`src/design/rwm_pkg.sv`:
```
// Shared types, constants and helpers of the RGB window median filter.
package rwm_pkg;

    // Defaults of the top-level size parameters
    localparam int MAX_KERNEL_DEF = 7;
    localparam int MAX_WIDTH_DEF  = 1024;
    localparam int MAX_HEIGHT_DEF = 1024;

    // Field widths
    localparam int PIX_W     = 8;
    localparam int CH_N      = 3;
    localparam int POS_W     = 10;
    localparam int KS_W      = 3;
    localparam int DIM_W     = 11;
    localparam int CFG_IDX_W = 2;

    // Stream beat widths, padded to whole bytes
    localparam int IN_DATA_W  = ((CH_N * PIX_W + 7) / 8) * 8;
    localparam int OUT_USED_W = CH_N * PIX_W + 2 * POS_W;
    localparam int OUT_DATA_W = ((OUT_USED_W + 7) / 8) * 8;
    localparam int OUT_PAD_W  = OUT_DATA_W - OUT_USED_W;

    // Register indexes
    localparam logic [CFG_IDX_W-1:0] CFG_KERNEL = 2'd0;
    localparam logic [CFG_IDX_W-1:0] CFG_WIDTH  = 2'd1;
    localparam logic [CFG_IDX_W-1:0] CFG_HEIGHT = 2'd2;

    // Register reset values
    localparam logic [KS_W-1:0]  KS_RST     = 3'd3;
    localparam logic [DIM_W-1:0] WIDTH_RST  = 11'd640;
    localparam logic [DIM_W-1:0] HEIGHT_RST = 11'd480;

    // Position and frame mark of one result
    typedef struct packed {
        logic [POS_W-1:0] row;
        logic [POS_W-1:0] col;
        logic             last;
    } t_tag;

    // One finished result
    typedef struct packed {
        t_tag                        tag;
        logic [CH_N-1:0][PIX_W-1:0]  med;
    } t_res;

    // Effective odd window side: zero acts as one, even rounds down, capped at top
    function automatic logic [3:0] odd_kernel(input logic [KS_W-1:0] ks,
                                              input logic [3:0] top);
        logic [3:0] k;
        k = {1'b0, ks};
        if (k == 4'd0) k = 4'd1;
        if (!k[0]) k = k - 4'd1;
        if (k > top) k = top;
        return k;
    endfunction

endpackage

```
`src/design/rwm_lane.sv`:
```
// One channel lane: radix selection of the ranked element, one bit per stage.
module rwm_lane import rwm_pkg::*; #(
    parameter int N     = 49,
    localparam int CNW  = $clog2(N + 1)
) (
    input  logic                      i_clk,
    input  logic                      i_en,
    input  logic [N-1:0][PIX_W-1:0]   i_vals,
    input  logic [N-1:0]              i_mask,
    input  logic [CNW-1:0]            i_rank,
    output logic [PIX_W-1:0]          o_med
);

    logic [N-1:0][PIX_W-1:0] r_vals [PIX_W-1];
    logic [N-1:0]            r_mask [PIX_W-1];
    logic [CNW-1:0]          r_rank [PIX_W-1];
    logic [PIX_W-1:0]        r_res  [PIX_W];

    function automatic logic [CNW-1:0] popc(input logic [N-1:0] v);
        logic [CNW-1:0] acc;
        acc = '0;
        for (int e = 0; e < N; e++) acc = acc + CNW'(v[e]);
        return acc;
    endfunction

    for (genvar s = 0; s < PIX_W; s++) begin : g_st
        localparam int BP = PIX_W - 1 - s;
        logic [N-1:0][PIX_W-1:0] w_vals;
        logic [N-1:0]            w_mask;
        logic [N-1:0]            w_col;
        logic [N-1:0]            w_zero;
        logic [CNW-1:0]          w_rank;
        logic [CNW-1:0]          w_cnt;
        logic [PIX_W-1:0]        w_res;
        logic                    w_bit;

        if (s == 0) begin : g_in
            assign w_vals = i_vals;
            assign w_mask = i_mask;
            assign w_rank = i_rank;
            assign w_res  = '0;
        end else begin : g_prev
            assign w_vals = r_vals[s-1];
            assign w_mask = r_mask[s-1];
            assign w_rank = r_rank[s-1];
            assign w_res  = r_res[s-1];
        end

        // current bit of every candidate
        always_comb begin
            for (int e = 0; e < N; e++) w_col[e] = w_vals[e][BP];
        end

        // candidates with a zero here: if the rank falls among them the bit is zero
        assign w_zero = w_mask & ~w_col;
        assign w_cnt  = popc(w_zero);
        assign w_bit  = (w_rank >= w_cnt);

        always_ff @(posedge i_clk) begin
            if (i_en) r_res[s] <= w_res | (PIX_W'(w_bit) << BP);
        end

        if (s < PIX_W - 1) begin : g_fwd
            always_ff @(posedge i_clk) begin
                if (i_en) begin
                    r_vals[s] <= w_vals;
                    r_mask[s] <= w_bit ? (w_mask & w_col) : w_zero;
                    r_rank[s] <= w_bit ? (w_rank - w_cnt) : w_rank;
                end
            end
        end
    end

    assign o_med = r_res[PIX_W-1];

endmodule

```
`config.mk`:
```
export PLATFORM = sky130hd
export DESIGN_NAME = rwm_lane
export DESIGN_NICKNAME = d
export VERILOG_FILES = /design/src/design/rwm_pkg.sv /design/src/design/rwm_lane.sv
export SDC_FILE = /design/constraint.sdc
export NUM_CORES = 2
export LEC_CHECK = 0
export ABC_CLOCK_PERIOD_IN_PS = 18200
export BUFFER_PORTS_ARGS = -buffer_cell sky130_fd_sc_hd__buf_2
export CAP_MARGIN = 20
export CORE_MARGIN = 10
export CORE_UTILIZATION = 68
export CTS_BUF_LIST = sky130_fd_sc_hd__clkbuf_4 sky130_fd_sc_hd__clkbuf_8
export DETAILED_ROUTE_END_ITERATION = 16
export GPL_ROUTABILITY_DRIVEN = 0
export GPL_TIMING_DRIVEN = 0
export PLACE_DENSITY = 0.95
export SYNTH_ARGS = -nofsm -noshare
export SYNTH_HDL_FRONTEND = slang
export SYNTH_SLANG_ARGS = --single-unit
```
`constraint.sdc`:
```
create_clock -name i_clk -period 18.2 [get_ports i_clk]
set_input_delay 0.91 -clock i_clk [delete_from_list [all_inputs] [get_ports i_clk]]
set_output_delay 0.91 -clock i_clk [all_outputs]
set_load 0.005 [all_outputs]
```
==> impl_metrics.ini <==
[logic_synthesis]
ys_types = 47
synth_async_sr_flop_share_pct = 0
synth_ff_type = edfxtp_1
avgSynthCellArea_sq_um = 18.0
synth_top_cell_by_area = edfxtp_1
synth_edf_count = 1793
synthCells = 4046
syn_nets = 4942
synth_area_leaders = edfxtp_1, fa_1, xnor2_1, and2_1, ha_1
syn_area_sq_um = 73000
synth_seq_cells = 1793
synth_top_area_share_pct = 73.8
yosysSeqAreaShare_pct = 73.8
yosysWarnings = 0

[worst_setup_path]
crit_required_ps = 18920
worstSetupPathType = reg -> reg
max_stage_delay_ps = 730
r2r_slack_ps = 9310
cp.arrival_ps = 9610
r2r_start = r_mask[5][27]
crit_fanout = 10
r2r.worst_path.cells = 23
crit_slowest_cell = o41ai_4
cp_cell_sequence = nand2b_1 -> fa_1 -> fa_1 -> inv_1 -> fa_1 -> inv_1 -> fa_1 -> fa_1 -> fa_1 -> inv_1 -> fa_1 -> fa_1 -> fa_1 -> a21oi_1 -> nor2_1 -> nor2_1 -> xor2_1 -> ha_1 -> nor2b_1 -> o41ai_4 -> clkbuf_1 -> nand2_1 -> o21ai_0
r2r-end = r_mask[6][29]
cp-end-kind = flop
crit_top_cell = fa_1
critPathLaunchType = flop

[die]
ios = 457
coreArea_sq_um = 107000
die_area_sq_um = 121000
fp.dieH_um = 348
rows = 120
die_w_um = 348
start_util_pct = 68.4

[run_status]
outcome = completed

[routing]
ant_nets = 0
vias_per_cell = 5.63
drtIter0Drc = 3602
wl_um = 158000
drt_pre_antenna_iters = 6
route.detailed.drc = 0
num_vias = 36100
post_drt_wl_per_cell_um = 24.7

[clock_tree]
clkLatencyLatePin_ps = 960
numCtsBuffers = 295
cts_tree = built
path_clk_slew_ps = 70
clkSinkCount = 1793
postCtsSetupBuffers = 0
ctsLongestPathBuffers = 4
post_cts_resized = 0
htree_num_levels = 5
cts_hold_buf = 0
root_buffer = clkbuf_8

[grt]
grt_pass1_wl_um = 234000
grt-ovfl-total = 0
grt_max_degree = 203
antenna_found_initial = 20
grt_pass1_vias = 39000
grt_use_total_pct = 26.4

[timing]
hold_viol = 0
skew_ps = 74.2
min_period_ps = 8890
fmax_mhz = 112
rsz0062_at_grt = false
min_period_over_period_pct = 48.9
worst_pin_slew_ps = 1030
slew_viol_final = 0
fin_setup_tns_ps = 0
max-slew-margin-rel_pct = 31.1
setup_viol = 0

[finish]
layout_commonest_cell = edfxtp_1
area_growth_pct = 13.6
multi_input_comb_area_sq_um = 17400
seqCellArea_sq_um = 53800
drive_gt1_share_pct = 19.0
final_nets = 5705
final_cell_mix = edfxtp_1, buf_2, inv_1
num-fill-cells = 5299

[worst_hold_path]
min_path_cells = 1
hold_class = in -> reg
min_to = r_vals[0][329]
hp-start = i_vals[329]

[placement]
hpwlAfterDp_um = 112000
portBuffers = 456

[flow_run]
drv_cap = 0
-- layer usage --
layer	global-route usage, %	part of all wire (%)
met1	30.1	34
met2	46.3	52
met3	6.02	8.0
met4	14.1	5.7
met5	0	0.050
-- worst max path at each step --
stage / endpoint / startpoint
global placement: r_vals[0][141] / i_en
CTS: r_mask[6][29] / r_vals[5][217]
detailed placement: r_mask[6][35] / r_vals[5][217]
finish: r_mask[6][29] / r_mask[5][27]
global route: r_mask[6][29] / r_vals[5][217]
floorplan: r_mask[0][0] / i_vals[367]
-- per-stage QoR --
step | util (%) | std cells | cell area, sq um | hold WS [ps] | worst slack [ps]
2_1_floorplan | - | 4046 | 73000 | 400 | 10650
3_3_place_gp | 72.1 | 5905 | 77000 | 401 | -10440
3_5_place_dp | 72.4 | 5915 | 77300 | 405 | 9740
4_1_cts | 77.6 | 6416 | 82900 | 43.5 | 9540
5_1_grt | 77.7 | 6419 | 82900 | 71.6 | 9240
6_report | 77.7 | 6421 | 82900 | 116 | 9310
-- critical path, delay by kind of cell (launching register included) --
kind            cells  cell delay, ps
xor+xnor            1             200
fa+ha+maj          10            5130
simple gates        5             710
flops               1             510
buf+inv             4             970
compound gates      3            1130
-- layout make-up --
type	count	area share [%]
Timing Repair Buffer	466	3.10
Clock inverter	126	1.09
Buffer	44	0.441
Sequential cell	1793	64.9
Tap cell	1403	2.12
Inverter	354	1.62
Clock buffer	375	5.65
Multi-Input combinational cell	1855	21.0
Antenna cell	5	0.0151
-- kinds of logic after synthesis --
logic type	count (synthesis)	synth area share [%]
multiplexers	11	0.154
AND/OR/NAND/NOR	870	7.00
flip-flops	1793	73.8
buffers and inverters	398	2.34
XOR/XNOR	318	3.82
adder cells (fa/ha/maj)	447	11.0
AO/OA/AOI/OAI	209	1.88
-- synthesized netlist by cell type (2+ instances only) --
master	number
o41ai_4	6
edfxtp_1	1793
nor3_1	11
o22ai_1	4
nor2b_1	237
buf_2	7
o21ai_1	19
o211ai_1	6
nor2_1	35
nor4b_1	3
mux2i_1	9
and2_1	274
ha_1	120
nor4_1	2
inv_4	5
o2111ai_1	3
o21ai_0	70
or2_2	5
mux2_2	2
a221o_1	2
a21o_1	19
o21a_1	10
o31ai_1	5
xnor2_1	296
xor2_1	22
inv_1	348
nand2b_1	170
nand2_1	84
o31a_1	4
a21oi_1	46
nand3_1	41
and4_1	6
buf_6	25
o21bai_1	8
clkbuf_1	11
fa_1	327
-- sequential cells by signal, indices dropped and copies added (netlist names) --
| register | count |
|---|---|
| r_rank | 42 |
| r_res | 36 |
| r_vals | 1372 |
| r_mask | 343 |
Power is left out: the tool's default activity adds up to more than one toggle a clock period on the data nets, which glitch-free logic cannot reach.
