--- src/design/rwm_pkg.sv ---
// Shared types, constants and helpers of the RGB window median filter.
package rwm_pkg;

    // Defaults of the top-level size parameters
    localparam int MAX_KERNEL_DEF = 7;
    localparam int MAX_WIDTH_DEF  = 1024;
    localparam int MAX_HEIGHT_DEF = 1024;

    // Field widths
    localparam int PIX_W     = 8;
    localparam int CH_N      = 3;
    localparam int POS_W     = 10;
    localparam int KS_W      = 3;
    localparam int DIM_W     = 11;
    localparam int CFG_IDX_W = 2;

    // Stream beat widths, padded to whole bytes
    localparam int IN_DATA_W  = ((CH_N * PIX_W + 7) / 8) * 8;
    localparam int OUT_USED_W = CH_N * PIX_W + 2 * POS_W;
    localparam int OUT_DATA_W = ((OUT_USED_W + 7) / 8) * 8;
    localparam int OUT_PAD_W  = OUT_DATA_W - OUT_USED_W;

    // Register indexes
    localparam logic [CFG_IDX_W-1:0] CFG_KERNEL = 2'd0;
    localparam logic [CFG_IDX_W-1:0] CFG_WIDTH  = 2'd1;
    localparam logic [CFG_IDX_W-1:0] CFG_HEIGHT = 2'd2;

    // Register reset values
    localparam logic [KS_W-1:0]  KS_RST     = 3'd3;
    localparam logic [DIM_W-1:0] WIDTH_RST  = 11'd640;
    localparam logic [DIM_W-1:0] HEIGHT_RST = 11'd480;

    // Position and frame mark of one result
    typedef struct packed {
        logic [POS_W-1:0] row;
        logic [POS_W-1:0] col;
        logic             last;
    } t_tag;

    // One finished result
    typedef struct packed {
        t_tag                        tag;
        logic [CH_N-1:0][PIX_W-1:0]  med;
    } t_res;

    // Effective odd window side: zero acts as one, even rounds down, capped at top
    function automatic logic [3:0] odd_kernel(input logic [KS_W-1:0] ks,
                                              input logic [3:0] top);
        logic [3:0] k;
        k = {1'b0, ks};
        if (k == 4'd0) k = 4'd1;
        if (!k[0]) k = k - 4'd1;
        if (k > top) k = top;
        return k;
    endfunction

endpackage

--- src/design/rwm_outq.sv ---
// Merge stage: joins lane medians with their tag into a two-entry output queue.
module rwm_outq import rwm_pkg::*; (
    input  logic                       i_clk,
    input  logic                       i_rst_n,
    input  logic                       i_push,
    input  t_tag                       i_tag,
    input  logic [CH_N-1:0][PIX_W-1:0] i_med,
    output logic                       o_space,
    output logic                       o_m_axis_tvalid,
    input  logic                       i_m_axis_tready,
    output logic [OUT_DATA_W-1:0]      o_m_axis_tdata,
    output logic                       o_m_axis_tlast
);

    t_res       r_q [2];
    logic       r_wp;
    logic       r_rp;
    logic [1:0] r_cnt;
    logic [1:0] n_cnt;
    logic       w_pop;
    t_res       w_head;

    assign w_pop   = o_m_axis_tvalid && i_m_axis_tready;
    assign o_space = (r_cnt != 2'd2) || i_m_axis_tready;

    always_comb begin
        n_cnt = r_cnt;
        if (i_push && !w_pop) n_cnt = r_cnt + 2'd1;
        else if (w_pop && !i_push) n_cnt = r_cnt - 2'd1;
    end

    // queue pointers and fill
    always_ff @(posedge i_clk) begin
        if (!i_rst_n) begin
            r_wp  <= 1'b0;
            r_rp  <= 1'b0;
            r_cnt <= 2'd0;
        end else begin
            if (i_push) r_wp <= ~r_wp;
            if (w_pop) r_rp <= ~r_rp;
            r_cnt <= n_cnt;
        end
    end

    always_ff @(posedge i_clk) begin
        if (i_push) r_q[r_wp] <= '{tag: i_tag, med: i_med};
    end

    // head beat
    assign w_head          = r_q[r_rp];
    assign o_m_axis_tvalid = (r_cnt != 2'd0);
    assign o_m_axis_tdata  = {{OUT_PAD_W{1'b0}}, w_head.tag.col, w_head.tag.row,
                              w_head.med[2], w_head.med[1], w_head.med[0]};
    assign o_m_axis_tlast  = w_head.tag.last;

    a_fill_range: assert property (@(posedge i_clk) disable iff (!i_rst_n)
        r_cnt != 2'd3)
        else $error("output queue fill out of range");

    a_no_overflow: assert property (@(posedge i_clk) disable iff (!i_rst_n)
        !(i_push && (r_cnt == 2'd2) && !w_pop))
        else $error("push into full output queue");

endmodule

--- config.mk ---
export PLATFORM = sky130hd
export DESIGN_NAME = rwm_outq
export DESIGN_NICKNAME = d
export VERILOG_FILES = /design/src/design/rwm_pkg.sv /design/src/design/rwm_outq.sv
export SDC_FILE = /design/constraint.sdc
export NUM_CORES = 1
export LEC_CHECK = 0
export BUFFER_PORTS_ARGS = -buffer_cell sky130_fd_sc_hd__buf_2
export CAP_MARGIN = 20
export CORE_ASPECT_RATIO = 1.4
export CORE_UTILIZATION = 35
export CTS_BUF_LIST = sky130_fd_sc_hd__clkbuf_4 sky130_fd_sc_hd__clkbuf_8
export CTS_CLUSTER_DIAMETER = 200
export DETAILED_ROUTE_END_ITERATION = 10
export PLACE_DENSITY = 0.69
export SLEW_MARGIN = 20
export SYNTH_ARGS = -nofsm -noshare
export SYNTH_HDL_FRONTEND = slang
export SYNTH_SLANG_ARGS = --single-unit
--- constraint.sdc ---
create_clock -name i_clk -period 2.7 [get_ports i_clk]
set_clock_uncertainty 0.1 [all_clocks]
set_input_delay 0 -clock i_clk [delete_from_list [all_inputs] [get_ports i_clk]]
set_output_delay 0 -clock i_clk [all_outputs]
set_load 0.02 [all_outputs]
==> flow_metrics.env, run 1 <==
export IMPL_grt_busiest_layer="met2"
export IMPL_cts_htree_levels=3
export IMPL_clk_pin_slew_ns=0.09
export IMPL_r2r_cells=4
export IMPL_use_met1_pct=13.3
export IMPL_yosys_area_top_type_share_pct=77.4
export IMPL_rr_startpoint="r_wp"
export IMPL_setup_viol=0
export IMPL_viasPerCell=4.33
export IMPL_path_cells="buf_12, mux2_2, buf_2"
export IMPL_yosysSeqAreaShare_pct=80.3
export IMPL_worstReg2RegEnd="r_wp"
export IMPL_met2_usage_pct=23.7
export IMPL_die_w_um=86.4
export IMPL_max_stage_delay_ns=0.67
export IMPL_drc=0
export IMPL_portBuffers=95
export IMPL_grt_usage_pct=12.8
export IMPL_grt_first_pass_wirelength_um=9610
export IMPL_cts_tree="built"
export IMPL_yosys_warnings=0
export IMPL_critPathMaxFanout=26
export IMPL_critPathKind="reg2out"
export IMPL_dpl_worst_slack_ns=1.11
export IMPL_insertion_delay_ns=0.35
export IMPL_hold_viol=0
export IMPL_row_count=42
export IMPL_synthTopCellsByArea="edfxtp_1 (77%), mux2_2 (15%), dfxtp_1 (2.9%), buf_4 (0.86%), and2_1 (0.72%)"
export IMPL_crit_path_end_kind="primary output"
export IMPL_min_path_type="in2reg"
export IMPL_instances_no_fill=455
export IMPL_grt_pass1_vias=2078
export IMPL_overflow=0
export IMPL_area_growth_syn_to_layout_pct=38.1
export IMPL_fin_setup_tns_ns=0
export IMPL_slowest_stage="dfxtp_2"
export IMPL_tightestPinTransition_ns=0.521
export IMPL_io_pins=100
export IMPL_antenna_found_initial=0
export IMPL_die_area_um2=10400
export IMPL_drt_pass1_iter_count=3
export IMPL_min_period_over_period_pct=71.5
export IMPL_critPathArrivalTime_ns=1.83
export IMPL_cts_root_buf="clkbuf_8"
export IMPL_cts_resized=0
export IMPL_rsz0062_at_grt="false"
export IMPL_dp_hpwl_um=3820
export IMPL_synth_avg_cell_area_um2=20.8
export IMPL_worstSetupStartpointType="register"
export IMPL_antenna_left=0
export IMPL_synthCells=168
export IMPL_core_um2=9560
export IMPL_place_inst=392
export IMPL_ys_seq_elements=95
export IMPL_gp_congestion=0.629
export IMPL_worstPathRequired_ns=2.60
export IMPL_grt_max_degree=32
export IMPL_die_y_um=120
export IMPL_fmax_mhz=518
export IMPL_status="completed"
export IMPL_grt_use_met3_pct=2.27
export IMPL_syn_area_um2=3490
export IMPL_cts_made_buffers=9
export IMPL_post_route_min_period_ns=1.93
export IMPL_start_util_pct=36.5
export IMPL_nNetsFinal=368
export IMPL_drv_cap=0
export IMPL_insertedDiodeCount=0
export IMPL_r2r_slack_ns=0.80
export IMPL_drv_slew=0
export IMPL_vias=1971
export IMPL_irDropWorstVdd_uv=484
export IMPL_routedWlPerCell_um=13.8
export IMPL_routed_wl_um=6290
export IMPL_synth_cell_types=19
export IMPL_finalWorstSetupSlack_ns=0.770
export IMPL_power_leakage_uw=0.00181
export IMPL_drive_gt1_share_pct=50.5
export IMPL_crit_end="o_m_axis_tdata[2]"
export IMPL_clock_sinks=95
export IMPL_drt_iter0_markers=88
export IMPL_synth_area_leader_cell="edfxtp_1"
export IMPL_power_density_nw_per_um2=774
export IMPL_clockBufferDepth=2
export IMPL_relSlewSlack_pct=65.3
-- cells in the final DEF, fill, tap and decap left out, drive strengths merged --
cell type     n
a21boi        1
and2          4
buf          98
bufinv        1
clkbuf       10
clkinv        4
clkinvlp      1
conb          4
dfxtp         5
dlygate4sd3  47
edfxtp       90
ha            1
mux2         45
nand2         1
nor2          1
nor2b         2
o21a          1
o21ai         2
or2           1
or3           1
xnor2         2
xor2          1
-- critical path: cells and delay by family, from the launching register on --
family | cells | cell delay (ns)
buffers and inverters | 2 | 0.42
DFF | 1 | 0.67
muxes | 1 | 0.37
-- sequential cells by signal, summed over array words and instances (netlist names), named ones only --
| name | flops |
|---|---|
| r_q | 90 |
| r_cnt | 2 |
| r_rp | 1 |
| r_wp | 1 |
-- Yosys cell counts (all sizes together) --
cell type	number
a21boi	1
and2	4
buf	9
conb	1
dfxtp	5
edfxtp	90
ha	1
mux2	45
nand2	1
nor2	1
nor2b	2
o21a	1
o21ai	2
or2	1
or3	1
xnor2	2
xor2	1
-- routing by layer --
| layer | part of all wire, % | wire [µm] |
|---|---|---|
| met2 | 54 | 3430 |
| met5 | 0 | 0 |
| met4 | 2.2 | 138 |
| met1 | 39 | 2490 |
| met3 | 3.9 | 243 |
-- per-stage QoR --
step,cell area [µm²],hold WS (ns),util (%),total power [µW]
floorplan,3500,-0.00113,-,2510
global placement,4160,0.0879,43.5,2810
detailed placement,4160,0.0914,43.5,2830
CTS,4820,0.0145,50.4,3780
global route,4820,0.0654,50.4,3900
finish,4820,0.0375,50.4,3730
-- final cells by class --
class | count | area [µm²]
multi-input combinational | 67 | 652
sequential | 95 | 2800
fill | 841 | 4740
tap | 132 | 165
clock inverter | 6 | 61.3
timing repair buffer | 145 | 1010
clock buffer | 10 | 131
-- kinds of logic after synthesis --
kind of cell | share of synthesized area (%)
xor+xnor | 0.753
flops | 80.3
other cells | 0.107
simple gates | 1.65
mux | 14.5
compound gates | 0.717
buf+inv | 1.58
fa+ha+maj | 0.358
-- worst min path at each step --
stage,start,to,slack (ns),cells past startpoint
final,i_m_axis_tready,register,0.04,4
after global routing,i_m_axis_tready,r_rp,0.07,4
after CTS,i_m_axis_tready,register,0.01,4
after detailed placement,i_med[11],r_q[1][11],0.09,1
after global placement,i_tag[7],r_q[0][31],0.09,1
after floorplan,i_med[0],r_q[0][0],-0.001,0
-- power breakdown --
| group | internal, µW | switching, µW |
|---|---|---|
| clock | 435 | 462 |
| combinational | 495 | 529 |
| sequential | 1720 | 87.5 |
-- repair_timing --
item	4_1_cts	5_1_grt
hold buffers	47	0
buffers inserted	0	0
hold endpoints to repair	95	0
Power figures use the tool's default switching activity.
==> run 2, diff against run 1 <==
Settings changed: PLACE_DENSITY 0.69 to 0.67.
Clock period 2.7 ns to 2 ns, I/O delays scaled along.
==> run 2 against run 1 <==
Effect of this change:
- sequential share of layout area up 0.24 points
- flip-flop and latch count unchanged
- wire length down 3.1%
- non-clock buffer count up 1
- first-iteration DRC count down 30%
- cell area down 0.42%
- cell count up 0.22%
- combinational power up 42%
- core utilization down 0.21 points
- register-to-register slack worse by 0.35 ns
- clock power up 27%
==> flow_metrics.env, run 2 (same netlist as run 1, synthesis figures left out) <==
export IMPL_hold_viol=0
export IMPL_drt_iter0_markers=62
export IMPL_path_cells="buf_12, mux2_2, buf_2"
export IMPL_slowest_stage="mux2_2"
export IMPL_instances_no_fill=456
export IMPL_swShare_pct=28.6
export IMPL_critPathArrivalTime_ns=1.52
export IMPL_vias=1977
export IMPL_drt_pass1_iter_count=4
export IMPL_pwr_share_seq_pct=47.9
export IMPL_pwr_share_comb_pct=29.2
export IMPL_routed_wl_um=6100
export IMPL_area_growth_syn_to_layout_pct=37.5
export IMPL_insertedDiodeCount=0
export IMPL_die_y_um=120
export IMPL_antenna_left=0
export IMPL_die_area_um2=10400
export IMPL_clockBufferDepth=2
export IMPL_drive_gt1_share_pct=49.1
export IMPL_worstPathRequired_ns=1.90
export IMPL_place_inst=393
export IMPL_regMostFlops="r_q"
export IMPL_clock_sinks=95
export IMPL_antenna_found_initial=0
export IMPL_nNetsFinal=369
export IMPL_fmax_mhz=616
export IMPL_critPathKind="reg2out"
export IMPL_pwr_share_clk_pct=23.0
export IMPL_drv_slew=0
export IMPL_fin_util_pct=50.2
export IMPL_dp_hpwl_um=3660
export IMPL_cpLargestDelayFamily="buffers and inverters"
export IMPL_switchingPower_uw=1420
export IMPL_grt_pass1_vias=2021
export IMPL_min_period_over_period_pct=81.1
export IMPL_critPathMaxFanout=45
export IMPL_layout_common_cells="buf_2 (95), edfxtp_1 (90), dlygate4sd3_1 (47), mux2_2 (45), clkbuf_8 (9)"
export IMPL_portBuffers=95
export IMPL_min_path_type="in2reg"
export IMPL_drc=0
export IMPL_rsz0062_at_grt="false"
export IMPL_max_stage_delay_ns=0.38
export IMPL_core_um2=9560
export IMPL_gp_congestion=0.619
export IMPL_fin_setup_tns_ns=0
export IMPL_start_util_pct=36.5
export IMPL_cts_htree_levels=3
export IMPL_worstSetupStartpointType="register"
export IMPL_fillers=842
export IMPL_status="completed"
export IMPL_io_pins=100
export IMPL_row_count=42
export IMPL_power_density_nw_per_um2=1030
export IMPL_grt_max_degree=46
export IMPL_cts_made_buffers=9
export IMPL_final_common_cell="buf_2"
export IMPL_cts_tree="built"
export IMPL_clk_pin_slew_ns=0.08
export IMPL_insertion_delay_ns=0.34
export IMPL_finalWorstSetupSlack_ns=0.377
export IMPL_cts_root_buf="clkbuf_8"
export IMPL_p_int_uw=3540
export IMPL_grt_first_pass_wirelength_um=9360
export IMPL_viasPerCell=4.34
export IMPL_top_regs="r_q: 90 flops, r_cnt: 2 flops"
export IMPL_cts_resized=0
export IMPL_grt_usage_pct=12.5
export IMPL_overflow=0
export IMPL_die_w_um=86.4
export IMPL_drv_cap=0
export IMPL_critPathBufInv=2
export IMPL_holdWs_ns=0.0281
export IMPL_crit_path_end_kind="primary output"
export IMPL_dpl_worst_slack_ns=0.454
export IMPL_power_leakage_uw=0.00180
export IMPL_post_route_min_period_ns=1.62
export IMPL_irDropWorstVdd_uv=712
export IMPL_largest_reg_flops=90
export IMPL_setup_viol=0
export IMPL_routedWlPerCell_um=13.4
-- run 2: cell count changes in the layout (fill, tap and decap cells not counted) --
cell	change
buf_12	-1
buf_4	+2
clkbuf_4	-1
clkinv_1	+5
clkinv_2	-2
clkinv_4	-1
clkinvlp_4	-1
-- run 2: through the flow --
| stage | cell area [µm²] | total power (µW) |
|---|---|---|
| after detailed placement | 4150 | 3820 |
| final | 4800 | 4960 |
| after global routing | 4800 | 5220 |
| after CTS | 4800 | 5050 |
| after global placement | 4150 | 3790 |
| after floorplan | 3510 | 3390 |
-- run 2: worst reg2reg max path, stage by stage, from the launching register on --
cell and delay, ns:
dfxtp_1 0.36, o21ai_1 0.21, ha_1 0.30, or3_1 0.35, a21boi_1 0.16
-- run 2: worst paths after layout --
check	startpoint	to	slack (ns)	depth (start not counted)
worst max-delay path	register	o_m_axis_tdata[16]	0.38	3
worst min-delay path	i_m_axis_tready	register	0.03	4
worst max register to register	r_cnt[0]	r_cnt[1]	0.45	4
worst min register to register	r_cnt[1]	r_cnt[1]	0.44	2
-- run 2: area by class of cell --
cell class	instances	area [µm²]	share of cell area, %
clock inverter	7	53.8	1.12
multi-input combinational	67	652	13.6
clock buffer	9	124	2.58
tap	132	165	3.44
timing repair buffer	146	1000	20.9
sequential	95	2800	58.4
-- run 2: routing by layer --
metal	part of all wire, %	global-route usage, %
met1	38	12.4
met2	56	23.1
met3	4.7	4.13
met4	1.5	5.63
met5	0	0
-- run 2: what timing repair did --
item,in CTS,in global routing
hold buffers,47,0
setup buffers,0,0
hold endpoints to repair,95,0
-- run 2: power groups by stage --
stage	Clock (µW)	Sequential, µW	Combinational [µW]
after floorplan	0	2400	990
after CTS	1200	2380	1480
after global routing	1280	2390	1550
after detailed placement	0	2420	1390
final	1140	2380	1450
after global placement	0	2410	1380
